### config.mk
export PLATFORM = sky130hd
export DESIGN_NAME = clock_seven_segment_scan_and_set
export DESIGN_NICKNAME = d
export VERILOG_FILES = /design/src/rtl/core/ccs_pkg.sv /design/src/rtl/core/clock_seven_segment_scan_and_set.sv /design/src/rtl/core/ccs_key_debounce.sv /design/src/rtl/core/ccs_seg_select.sv
export SDC_FILE = /design/constraint.sdc
export NUM_CORES = 1
export LEC_CHECK = 0
export BUFFER_PORTS_ARGS = -buffer_cell sky130_fd_sc_hd__buf_2
export CAP_MARGIN = 20
export CORE_MARGIN = 4
export CORE_UTILIZATION = 45
export CTS_CLUSTER_DIAMETER = 50
export DETAILED_ROUTE_END_ITERATION = 6
export PLACE_DENSITY = 0.68
export SLEW_MARGIN = 30
export SYNTH_ARGS = -nofsm -noshare
export SYNTH_HDL_FRONTEND = slang
export SYNTH_SLANG_ARGS = --single-unit
### constraint.sdc
create_clock -name aclk -period 8.8 [get_ports aclk]
set_input_delay 1.32 -clock aclk [delete_from_list [all_inputs] [get_ports aclk]]
set_output_delay 1.32 -clock aclk [all_outputs]
set_load 0.05 [all_outputs]
### src/rtl/core/ccs_pkg.sv
// ----------------------------------------------------------------------------
// ccs_pkg - shared types and helpers for the seven-segment clock
// Item kinds, key state records, digit patterns and time arithmetic.
// ----------------------------------------------------------------------------
package ccs_pkg;

    typedef enum logic [1:0] {
        KIND_LOAD = 2'd0,
        KIND_KEYS = 2'd1,
        KIND_SCAN = 2'd2
    } ccs_kind_t;

    localparam logic [7:0] DASH_PATTERN  = 8'h40;
    localparam logic [7:0] BLANK_PATTERN = 8'h00;
    localparam logic [5:0] HOURS_PER_DAY    = 6'd24;
    localparam logic [6:0] MINUTES_PER_HOUR = 7'd60;
    localparam logic [4:0] TEN_HOURS        = 5'd10;

    localparam logic [7:0] DIGIT_PATTERN [10] = '{
        8'h3f, 8'h06, 8'h5b, 8'h4f, 8'h66, 8'h6d, 8'h7d, 8'h07, 8'h7f, 8'h6f
    };

    typedef struct packed {
        logic       latched;
        logic [1:0] count;
    } ccs_key_t;

    typedef struct packed {
        ccs_key_t state;
        logic     hit_hour;
        logic     hit_minute;
        logic     hit_second;
    } ccs_key_upd_t;

    function automatic logic [7:0] digit_pattern(input logic [3:0] d);
        return (d < 4'd10) ? DIGIT_PATTERN[d] : BLANK_PATTERN;
    endfunction

    // v / 10 by reciprocal, exact for v < 64
    function automatic logic [2:0] tens_of(input logic [5:0] v);
        logic [13:0] p;
        p = 14'(v) * 14'd205;
        return p[13:11];
    endfunction

    function automatic logic [3:0] units_of(input logic [5:0] v);
        logic [5:0] t;
        t = v - 6'(tens_of(v)) * 6'd10;
        return t[3:0];
    endfunction

    function automatic logic [4:0] bump_hour(input logic [4:0] v);
        logic [5:0] n;
        n = {1'b0, v} + 6'd1;
        return (n >= HOURS_PER_DAY) ? 5'd0 : n[4:0];
    endfunction

    function automatic logic [5:0] bump_sixty(input logic [5:0] v);
        logic [6:0] n;
        n = {1'b0, v} + 7'd1;
        return (n >= MINUTES_PER_HOUR) ? 6'd0 : n[5:0];
    endfunction

endpackage

### src/rtl/core/clock_seven_segment_scan_and_set.sv
// ----------------------------------------------------------------------------
// clock_seven_segment_scan_and_set - multiplexed seven-segment clock display
// Holds the time, scans eight digit positions and sets the time from keys or the RTC.
// ----------------------------------------------------------------------------
// Usage:
//   Slave channel: one request per event. s_tuser is the kind (load time from
//   the RTC, key sample, scan tick); s_tdata carries key levels and RTC time.
//   Master channel: exactly one result per request, giving the digit address
//   and segment pattern on scan ticks, the set-time / LED strobes on an
//   accepted key press, and the held time after the request.
//   The request waits in the input register and is processed into the result
//   register, which drives m_tvalid. Throughput is one request per cycle
//   while the receiver does not stall; the held time is updated as each
//   request moves into the result register, so the next request already
//   sees it.
//   Reset clears the time, the debounce state and the scan position, and
//   empties both registers. When the receiver stalls, the result is held and
//   one further request is taken into the input register before s_tready
//   drops.
// ----------------------------------------------------------------------------
module clock_seven_segment_scan_and_set (
    input  logic        aclk,
    input  logic        aresetn,
    input  logic        s_tvalid,
    output logic        s_tready,
    // [0] key_hour, [1] key_minute, [2] key_second, [3] key_spare,
    // [8:4] hour_in, [14:9] minute_in, [20:15] second_in
    input  logic [23:0] s_tdata,
    // [1:0] kind
    input  logic [1:0]  s_tuser,
    output logic        m_tvalid,
    input  logic        m_tready,
    // [2:0] digit_select, [10:3] segments, [11] set_time, [16:12] hour_out,
    // [22:17] minute_out, [28:23] second_out, [29] led_toggle
    output logic [31:0] m_tdata
);

    logic              in_valid_reg;
    ccs_pkg::ccs_kind_t in_kind_reg;
    logic [3:0]        in_keys_reg;
    logic [4:0]        in_hour_reg;
    logic [5:0]        in_minute_reg;
    logic [5:0]        in_second_reg;

    logic [4:0]        hours_reg,   hours_next;
    logic [5:0]        minutes_reg, minutes_next;
    logic [5:0]        seconds_reg, seconds_next;
    logic [2:0]        pos_reg,     pos_next;
    ccs_pkg::ccs_key_t key_reg,     key_next;

    logic              out_valid_reg;
    logic [2:0]        out_sel_reg;
    logic [7:0]        out_seg_reg;
    logic              out_set_reg;
    logic [4:0]        out_hour_reg;
    logic [5:0]        out_minute_reg;
    logic [5:0]        out_second_reg;

    logic                  step;
    logic                  changed;
    logic [7:0]            scan_seg;
    logic [7:0]            seg_next;
    ccs_pkg::ccs_key_upd_t key_upd;

    assign step     = in_valid_reg && (!out_valid_reg || m_tready);
    assign s_tready = !in_valid_reg || step;

    ccs_key_debounce u_keys (
        .key_state  (key_reg),
        .key_hour   (in_keys_reg[0]),
        .key_minute (in_keys_reg[1]),
        .key_second (in_keys_reg[2]),
        .key_spare  (in_keys_reg[3]),
        .key_upd    (key_upd)
    );

    ccs_seg_select u_seg (
        .position (pos_reg),
        .hours    (hours_reg),
        .minutes  (minutes_reg),
        .seconds  (seconds_reg),
        .segments (scan_seg)
    );

    always_comb begin
        hours_next   = hours_reg;
        minutes_next = minutes_reg;
        seconds_next = seconds_reg;
        pos_next     = pos_reg;
        key_next     = key_reg;
        changed      = 1'b0;
        seg_next     = ccs_pkg::BLANK_PATTERN;
        unique case (in_kind_reg)
            ccs_pkg::KIND_LOAD: begin
                hours_next   = in_hour_reg;
                minutes_next = in_minute_reg;
                seconds_next = in_second_reg;
            end
            ccs_pkg::KIND_KEYS: begin
                key_next = key_upd.state;
                changed  = key_upd.hit_hour || key_upd.hit_minute || key_upd.hit_second;
                if (key_upd.hit_hour) begin
                    hours_next = ccs_pkg::bump_hour(hours_reg);
                end
                if (key_upd.hit_minute) begin
                    minutes_next = ccs_pkg::bump_sixty(minutes_reg);
                end
                if (key_upd.hit_second) begin
                    seconds_next = ccs_pkg::bump_sixty(seconds_reg);
                end
            end
            ccs_pkg::KIND_SCAN: begin
                seg_next = scan_seg;
                pos_next = pos_reg + 3'd1;
            end
            default: begin
            end
        endcase
    end

    always_ff @(posedge aclk) begin
        if (!aresetn) begin
            in_valid_reg  <= 1'b0;
            out_valid_reg <= 1'b0;
            hours_reg     <= '0;
            minutes_reg   <= '0;
            seconds_reg   <= '0;
            pos_reg       <= '0;
            key_reg       <= '0;
        end else begin
            if (s_tvalid && s_tready) begin
                in_valid_reg <= 1'b1;
            end else if (step) begin
                in_valid_reg <= 1'b0;
            end
            if (step) begin
                out_valid_reg <= 1'b1;
                hours_reg     <= hours_next;
                minutes_reg   <= minutes_next;
                seconds_reg   <= seconds_next;
                pos_reg       <= pos_next;
                key_reg       <= key_next;
            end else if (m_tready) begin
                out_valid_reg <= 1'b0;
            end
        end
    end

    always_ff @(posedge aclk) begin
        if (s_tvalid && s_tready) begin
            in_kind_reg   <= ccs_pkg::ccs_kind_t'(s_tuser);
            in_keys_reg   <= s_tdata[3:0];
            in_hour_reg   <= s_tdata[8:4];
            in_minute_reg <= s_tdata[14:9];
            in_second_reg <= s_tdata[20:15];
        end
        if (step) begin
            out_sel_reg    <= pos_reg;
            out_seg_reg    <= seg_next;
            out_set_reg    <= changed;
            out_hour_reg   <= hours_next;
            out_minute_reg <= minutes_next;
            out_second_reg <= seconds_next;
        end
    end

    assign m_tvalid = out_valid_reg;
    assign m_tdata  = {2'b00, out_set_reg, out_second_reg, out_minute_reg, out_hour_reg,
                       out_set_reg, out_seg_reg, out_sel_reg};

    a_latched_count_clear: assert property (@(posedge aclk) disable iff (!aresetn)
        key_reg.latched |-> (key_reg.count == 2'd0))
        else $error("debounce count left non-zero while press latched");

    a_count_below_two: assert property (@(posedge aclk) disable iff (!aresetn)
        !key_reg.count[1])
        else $error("debounce count passed acceptance threshold");

    a_scan_advance: assert property (@(posedge aclk) disable iff (!aresetn)
        ($past(aresetn) && (pos_reg != $past(pos_reg)))
            |-> $past(step && (in_kind_reg == ccs_pkg::KIND_SCAN)))
        else $error("scan position moved without a scan tick");

    a_press_no_segments: assert property (@(posedge aclk) disable iff (!aresetn)
        (out_valid_reg && out_set_reg) |-> (out_seg_reg == ccs_pkg::BLANK_PATTERN))
        else $error("segments driven on a key press result");

endmodule

### src/rtl/core/ccs_key_debounce.sv
// ----------------------------------------------------------------------------
// ccs_key_debounce - shared-count key press qualifier
// Checks hour, minute and second keys in order against one debounce count.
// ----------------------------------------------------------------------------
module ccs_key_debounce (
    input  ccs_pkg::ccs_key_t     key_state,
    input  logic                  key_hour,
    input  logic                  key_minute,
    input  logic                  key_second,
    input  logic                  key_spare,
    output ccs_pkg::ccs_key_upd_t key_upd
);

    typedef struct packed {
        ccs_pkg::ccs_key_t state;
        logic              hit;
    } step_t;

    function automatic step_t check_key(input ccs_pkg::ccs_key_t s, input logic level);
        step_t r;
        r.state = s;
        r.hit   = 1'b0;
        if (!level && !s.latched) begin
            r.state.count = s.count + 2'd1;
            if (r.state.count > 2'd1) begin
                r.state.latched = 1'b1;
                r.state.count   = 2'd0;
                r.hit           = 1'b1;
            end
        end
        return r;
    endfunction

    step_t s_hour;
    step_t s_minute;
    step_t s_second;

    always_comb begin
        s_hour   = check_key(key_state, key_hour);
        s_minute = check_key(s_hour.state, key_minute);
        s_second = check_key(s_minute.state, key_second);

        key_upd.state      = s_second.state;
        key_upd.hit_hour   = s_hour.hit;
        key_upd.hit_minute = s_minute.hit;
        key_upd.hit_second = s_second.hit;
        // all four released
        if (key_hour && key_minute && key_second && key_spare) begin
            key_upd.state.latched = 1'b0;
            key_upd.state.count   = 2'd0;
        end
    end

endmodule

### src/rtl/core/ccs_seg_select.sv
// ----------------------------------------------------------------------------
// ccs_seg_select - segment pattern for one scan position
// Splits the held time into digits and picks the pattern for a position.
// ----------------------------------------------------------------------------
module ccs_seg_select (
    input  logic [2:0] position,
    input  logic [4:0] hours,
    input  logic [5:0] minutes,
    input  logic [5:0] seconds,
    output logic [7:0] segments
);

    always_comb begin
        unique case (position)
            3'd0: segments = ccs_pkg::digit_pattern(ccs_pkg::units_of(seconds));
            3'd1: segments = ccs_pkg::digit_pattern({1'b0, ccs_pkg::tens_of(seconds)});
            3'd2: segments = ccs_pkg::DASH_PATTERN;
            3'd3: segments = ccs_pkg::digit_pattern(ccs_pkg::units_of(minutes));
            3'd4: segments = ccs_pkg::digit_pattern({1'b0, ccs_pkg::tens_of(minutes)});
            3'd5: segments = ccs_pkg::DASH_PATTERN;
            3'd6: segments = ccs_pkg::digit_pattern(ccs_pkg::units_of({1'b0, hours}));
            default: begin
                segments = (hours >= ccs_pkg::TEN_HOURS)
                         ? ccs_pkg::digit_pattern({1'b0, ccs_pkg::tens_of({1'b0, hours})})
                         : ccs_pkg::BLANK_PATTERN;
            end
        endcase
    end

endmodule
Word-level counts from Yosys, hierarchy flattened
Memory sizes are Yosys's and may differ from the RTL's.
Cells that the tools add are included.
- add/subtract/negate cells: 10
- multiply operators: 6
- order comparisons: 19
- equal/unequal tests: 8
- muxes and demuxes: 40
- bitwise logic cells: 6
- reductions and logical operators: 27
- operator list (operator ; number):
    8-bit two-way mux ; 19
    8-bit one-hot mux with 6 select lines ; 1
    5-bit >= comparator, second input constant ; 6
    6-bit by 8-bit multiplier with 14-bit output, second input constant ; 2
    4-bit two-way mux ; 6
    6-bit two-way mux ; 4
    6-bit one-hot mux with 2 select lines ; 2
    4-bit NOT with 5-bit output ; 3
    6-bit by 1-bit adder with 7-bit output, second input constant ; 2
    7-bit by 6-bit >= comparator with 1-bit output, second input constant ; 2
    5-bit by 8-bit multiplier with 13-bit output, second input constant ; 1
    4-bit < comparator, second input constant ; 3
    4-bit subtractor ; 3
    5-bit two-way mux ; 2
    3-bit NOT with 5-bit output ; 2
    5-bit one-hot mux with 2 select lines ; 1
    3-bit == test, second input constant ; 3
    1-bit logical AND ; 8
    1-bit logical NOT ; 8
    3-bit by 4-bit < comparator with 1-bit output, second input constant ; 2
    2-bit by 1-bit adder with 2-bit output, second input constant ; 3
    5-bit by 1-bit adder with 6-bit output, second input constant ; 1
    3-bit by 2-bit == test with 1-bit output, second input constant ; 2
    6-bit by 5-bit >= comparator with 1-bit output, second input constant ; 1
    18 further kinds ; 29
- flip-flop bits (word level): 77
- ROM bits: 768
- input port bits: 30
- output and inout port bits: 34
- word-level logic and storage cells: 141
- memories kept: 6
- memories (name ; words ; width ; read ports ; clocked after Yosys merged registers in ; wr ports ; line ; RTL):
    (name not given) ; 16 ; 8 ; 1 ; 0 ; 0 ; ccs_pkg.sv:36 ; return (d < 4'd10) ? DIGIT_PATTERN[d] : BLANK_PATTERN;
    (name not given) ; 16 ; 8 ; 1 ; 0 ; 0 ; ccs_pkg.sv:36 ;
    (name not given) ; 16 ; 8 ; 1 ; 0 ; 0 ; ccs_pkg.sv:36 ;
    (name not given) ; 16 ; 8 ; 1 ; 0 ; 0 ; ccs_pkg.sv:36 ;
    (name not given) ; 16 ; 8 ; 1 ; 0 ; 0 ; ccs_pkg.sv:36 ;
    (name not given) ; 16 ; 8 ; 1 ; 0 ; 0 ; ccs_pkg.sv:36 ;

Logic depth before layout (Yosys ltp)
- word-level depth: 14
- gate-level depth with buffers: 24

By module
From an unflattened synthesis, not the netlist that was laid out.
- cell total of the unflattened synthesis: 743
- area total of the unflattened synthesis: 6942.9 sq um
- by module, submodules not included (module ; times used ; cells each ; area an instance (sq um)):
    clock_seven_segment_scan_and_set ; 1 ; 332 ; 3632.2
    ccs_seg_select ; 1 ; 381 ; 3091.7
    ccs_key_debounce ; 1 ; 30 ; 219.0

Worst setup path after synthesis
Ideal clock, no wire load.
- kind: register -> register
- start point: register seconds_reg[4]
- end point: register out_seg_reg[3], data pin
- library setup time: 0.280 ns
- arrival: 5.688 ns
- path slack: 2.832 ns
- stages on the path, launching flop included: 22
- path buffers: 1
- clock period less this slack: 5.968 ns
- path through: dfxtp_1 > clkbuf_1 > inv_1 > ha_1 > inv_1 > fa_1 > fa_1 > ha_1 > a211oi_1 > nor2_1 > o221a_2 > or2_2 > xor2_1 > fa_1 > xnor2_1 > xor2_2 > nor2_1 > a32o_1 > or4_4 > nor3b_1 > nor4b_2 > a41oi_1
- word-level cells in the longest chain between the ends: 9
- elaborated cells on any way between the ends: 16
- classes of those cells: add/sub: 1; mul: 2; order compare: 2; mux: 7; bitwise: 2; memory: 2
- ends and longest elaborated chain (element ; line ; RTL):
    start: declaration ; clock_seven_segment_scan_and_set.sv:47 ; logic [5:0] seconds_reg, seconds_next;
    start signal: assignment ; clock_seven_segment_scan_and_set.sv:140 ; seconds_reg <= seconds_next;
    6-bit by 8-bit multiplier with 14-bit output * ; ccs_pkg.sv:42 ; p = 14'(v) * 14'd205;
    3-bit by 3-bit multiplier with 3-bit output ; ccs_pkg.sv:48 ; t = v - 6'(tens_of(v)) * 6'd10;
    4-bit subtractor ; ccs_pkg.sv:48 ;
    4-bit NOT with 5-bit output (implied by the code) ; ccs_pkg.sv:36 ;
    memory read 16 x 8 bit ; -- ;
    8-bit two-way mux (implied by the code) (2 in series) ; ccs_pkg.sv:36 ;
    8-bit two-way mux ; ccs_pkg.sv:36 ;
    8-bit one-hot mux with 6 select lines * ; ccs_seg_select.sv:14 ; unique case (position)
    end signal: assignment ; clock_seven_segment_scan_and_set.sv:159 ; out_seg_reg <= seg_next;
    end: declaration ; clock_seven_segment_scan_and_set.sv:53 ; logic [7:0] out_seg_reg;
Every way passes the cells marked *; elsewhere a longest branch is shown, timed or not. The select of a mux whose other input is x is not followed.
A chain may end at the register's enable or synchronous reset.

Worst setup path after layout
- start point: register seconds_reg[0]
- end point: register out_seg_reg[3], data pin
- word-level cells in the longest chain between the ends: 9
- elaborated cells on any way between the ends: 16
- classes of those cells: add/sub: 1; mul: 2; order compare: 2; mux: 7; bitwise: 2; memory: 2
- ends and longest elaborated chain (element ; line):
    6-bit by 8-bit multiplier with 14-bit output ; ccs_pkg.sv:42
    3-bit by 3-bit multiplier with 3-bit output ; ccs_pkg.sv:48
    4-bit subtractor ; ccs_pkg.sv:48
    4-bit NOT with 5-bit output (implied by the code) ; ccs_pkg.sv:36
    memory read 16 x 8 bit ; --
    8-bit two-way mux (implied by the code) (2 in series) ; ccs_pkg.sv:36
    8-bit two-way mux ; ccs_pkg.sv:36
    8-bit one-hot mux with 6 select lines * ; ccs_seg_select.sv:14
Marks and branches as above.

==> summary.txt <==
Run status
  • Status: finished, final reports clean

Run
  • Max_cap viols: 0

Global routing
  • Global-route usage over all layers: 18.1%
  • Global route total overflow: 0
  • Largest net degree at the start of global routing: 44
  • Vias in the first global route: 5340
  • Initial antenna violation count: 0
  • Global-route wire length before repair: 26.4 mm

Route
  • Routed WL: 16.2 mm
  • DR WL/cell: 15.8 um
  • Routed vias/inst: 5.59
  • DRC: 0
  • DRC marker count from the first detailed-route iteration: 388
  • Detailed Routing Iterations Pass 1: 5
  • DR vias: 5753
  • Antenna Nets Post-Route: 0

Min path
  • WHS Endpoint: out_sel_reg[0]
  • Hold Path Depth: 0
  • Hold Path Class: reg -> reg
  • Hold path start: pos_reg[0]

Placement
  • Pre-CTS setup slack: 2230 ps
  • I/O Buffers: 57
  • Placer Congestion: 0.883
  • Dpl hpwl: 12.2 mm

Clocking
  • Root buf cell: clkbuf_16
  • Clock transition at the registers of the reported paths: 60 ps
  • Clock sink count: 76
  • CTS Buffer Depth: 2
  • Clk_lat worst skew: 350 ps
  • CTS Hold Buffers Added: 0
  • Post-CTS setup buffer count: 0
  • TritonCTS buffer count: 9
  • CTS resizes: 0
  • CTS tree: done
  • H-tree levels: 3

Synth
  • Register bit total from synthesis: 76
  • Most instantiated cells after synthesis: ha_1, nand2_1, inv_1, edfxtp_1, nor2_1
  • Post-synth cell types: 80
  • EDFF count, synth: 51
  • Area share of the largest cell type after synthesis: 21.6%
  • Synth area leaders: edfxtp_1, ha_1, dfxtp_1, fa_1, nand2_1
  • Synth Cell Area: 7100 um^2
  • Syn Inst Count: 775
  • YS warnings: 0
  • Top_reg_cell synth: edfxtp_1
  • Count leader, synth: ha_1
  • Yosys top cell by area: edfxtp_1
  • Async SR Flop Fraction: 0%
  • Avg Inst Size Synth: 9.16 um^2
  • Post-synthesis sequential area ratio: 28.6%

Floorplanning
  • Num rows: 45
  • Die area: 17800 um^2
  • Initial Utilization: 46.3%
  • I/O pins: 64
  • Die Wd: 134 um
  • Core footprint: 15300 um^2
  • DIE HEIGHT: 134 um

Pwr
  • Pint: 0.774 mW
  • VDD IR-drop max: 0.156 mV
  • Clock power share: 35.8%
  • Comb pwr share: 27.2%
  • Power Total: 1.16 mW
  • Net Sw Frac: 33.2%
  • Net switching power figure: 0.384 mW
  • Leak pwr: 3.58 nW
  • Power per Cell Area: 148 nW/um^2
  • Flop pwr share: 37.0%

Layout
  • Ant diodes: 0
  • Share of cells above drive strength 1: 11.4%
  • Synth-to-layout area growth: 10.6%
  • Max reg flops: 7
  • # nets final: 972

STA
  • Max_slew headroom: 39.9%
  • Slew Viols, Final: 0
  • Worst setup margin: 2180 ps
  • Final setup vio count: 0
  • Final hold vios: 0
  • Final setup TNS: 0 ps
  • Fmax: 151 MHz
  • Skew final: 10.5 ps
  • Worst-margin pin slew: 901 ps
  • Crit share post-route: 75.2%
  • RSZ-0062 raised after global routing: no
  • Final min period: 6620 ps

Setup path
  • Max FO, Critical Path: 16
  • Worst r2r src: seconds_reg[0]
  • Kind of critical path: reg -> reg
  • FF-to-FF setup slack: 2180 ps
  • CP arrival: 6680 ps
  • WP data required: 8860 ps
  • Worst reg2reg path depth: 18
  • Reg-to-Reg End: out_seg_reg[3]
  • Setup crit end kind: flop
  • Critical path origin: seconds_reg[0]
  • Setup crit start kind: flop
## metrics by stage
step	instance area, um^2	hold slack (ps)	instances	utilization [%]
floorplan	7100	465	777	-
global placement	7510	509	1013	49.0
detailed placement	7510	517	1013	49.0
CTS	7840	532	1029	51.2
global route	7850	542	1029	51.3
finish	7850	528	1029	51.3
## cell type report
| class | instances | area (um^2) |
|---|---|---|
| Sequential cell | 76 | 2030 |
| Multi-Input combinational cell | 602 | 4680 |
| Timing Repair Buffer | 58 | 293 |
| Clock buffer | 9 | 225 |
| Inverter | 66 | 248 |
| Tap cell | 211 | 264 |
| Clock inverter | 7 | 106 |
| Fill cell | 1444 | 7460 |
## critical path, stage by stage, from the launching register on
cell	delay (ps)
dfxtp_1	760
ha_1	400
fa_1	430
fa_1	500
ha_1	330
a211oi_1	370
nor2_1	150
o221a_2	350
or2_2	290
xor2_1	210
fa_1	450
xnor2_1	320
xor2_2	240
nor2_1	70
a32o_1	210
or4_4	510
nor3b_1	200
nor4b_2	350
a41oi_1	190
## power by group through the flow
| stage | Clock [mW] | Combinational, mW | Sequential, mW |
|---|---|---|---|
| 2_1_floorplan | 0 | 0.226 | 0.450 |
| 3_3_place_gp | 0 | 0.308 | 0.436 |
| 3_5_place_dp | 0 | 0.311 | 0.436 |
| 4_1_cts | 0.422 | 0.315 | 0.429 |
| 5_1_grt | 0.434 | 0.356 | 0.432 |
| 6_report | 0.415 | 0.315 | 0.429 |
## cells in the final DEF, fill, tap and decap left out, types with 7 or more instances in the layout
master,netlist,layout
ha_1,113,113
nand2_1,70,70
inv_1,64,64
buf_2,1,57
nor2_1,51,51
edfxtp_1,51,51
o21ai_0,42,42
a21oi_1,30,30
dfxtp_1,25,25
nand3_1,21,21
nor3_1,21,21
nor2b_1,16,16
fa_1,16,16
xnor2_1,13,13
o211ai_1,11,11
a31oi_1,10,10
o211a_1,10,10
clkbuf_16,0,9
and2_1,9,8
nor3b_1,8,8
a21boi_0,7,7
nand3b_1,7,7
xor2_1,8,7
a211oi_1,7,7
nand4_1,7,7
o31ai_1,7,7
## cell families (layout without fill, tap and decap cells)
family / Yosys count / after routing / share of synthesized area, %
muxes: 4 / 4 / 0.564
adders and majority gates: 129 / 129 / 24.4
and+or+nand+nor: 240 / 240 / 17.0
AOI/OAI and AO/OA: 202 / 202 / 20.2
other: 1 / 3 / 0.0528
xor gates and xnor gates: 24 / 24 / 3.53
buffers and inverters: 99 / 140 / 5.62
DFF: 76 / 76 / 28.6
## worst max path at each step
| stage | slack [ps] | to |
|---|---|---|
| 2_1_floorplan | 2830 | out_seg_reg[3] |
| 3_3_place_gp | 2280 | out_seg_reg[3] |
| 3_5_place_dp | 2230 | out_seg_reg[3] |
| 4_1_cts | 2200 | out_seg_reg[3] |
| 5_1_grt | 1820 | out_seg_reg[3] |
| 6_report | 2180 | out_seg_reg[3] |
## per-layer routing
metal / GRT usage, % / vias to the layer above / share of wire, %
met4: 4.69 / 0 / 1.3
met3: 2.76 / 19 / 4.4
li1: - / 2917 / -
met2: 29.4 / 126 / 45
met5: 0 / - / 0
met1: 25.3 / 2691 / 49
(Power assumes the default switching activity.)
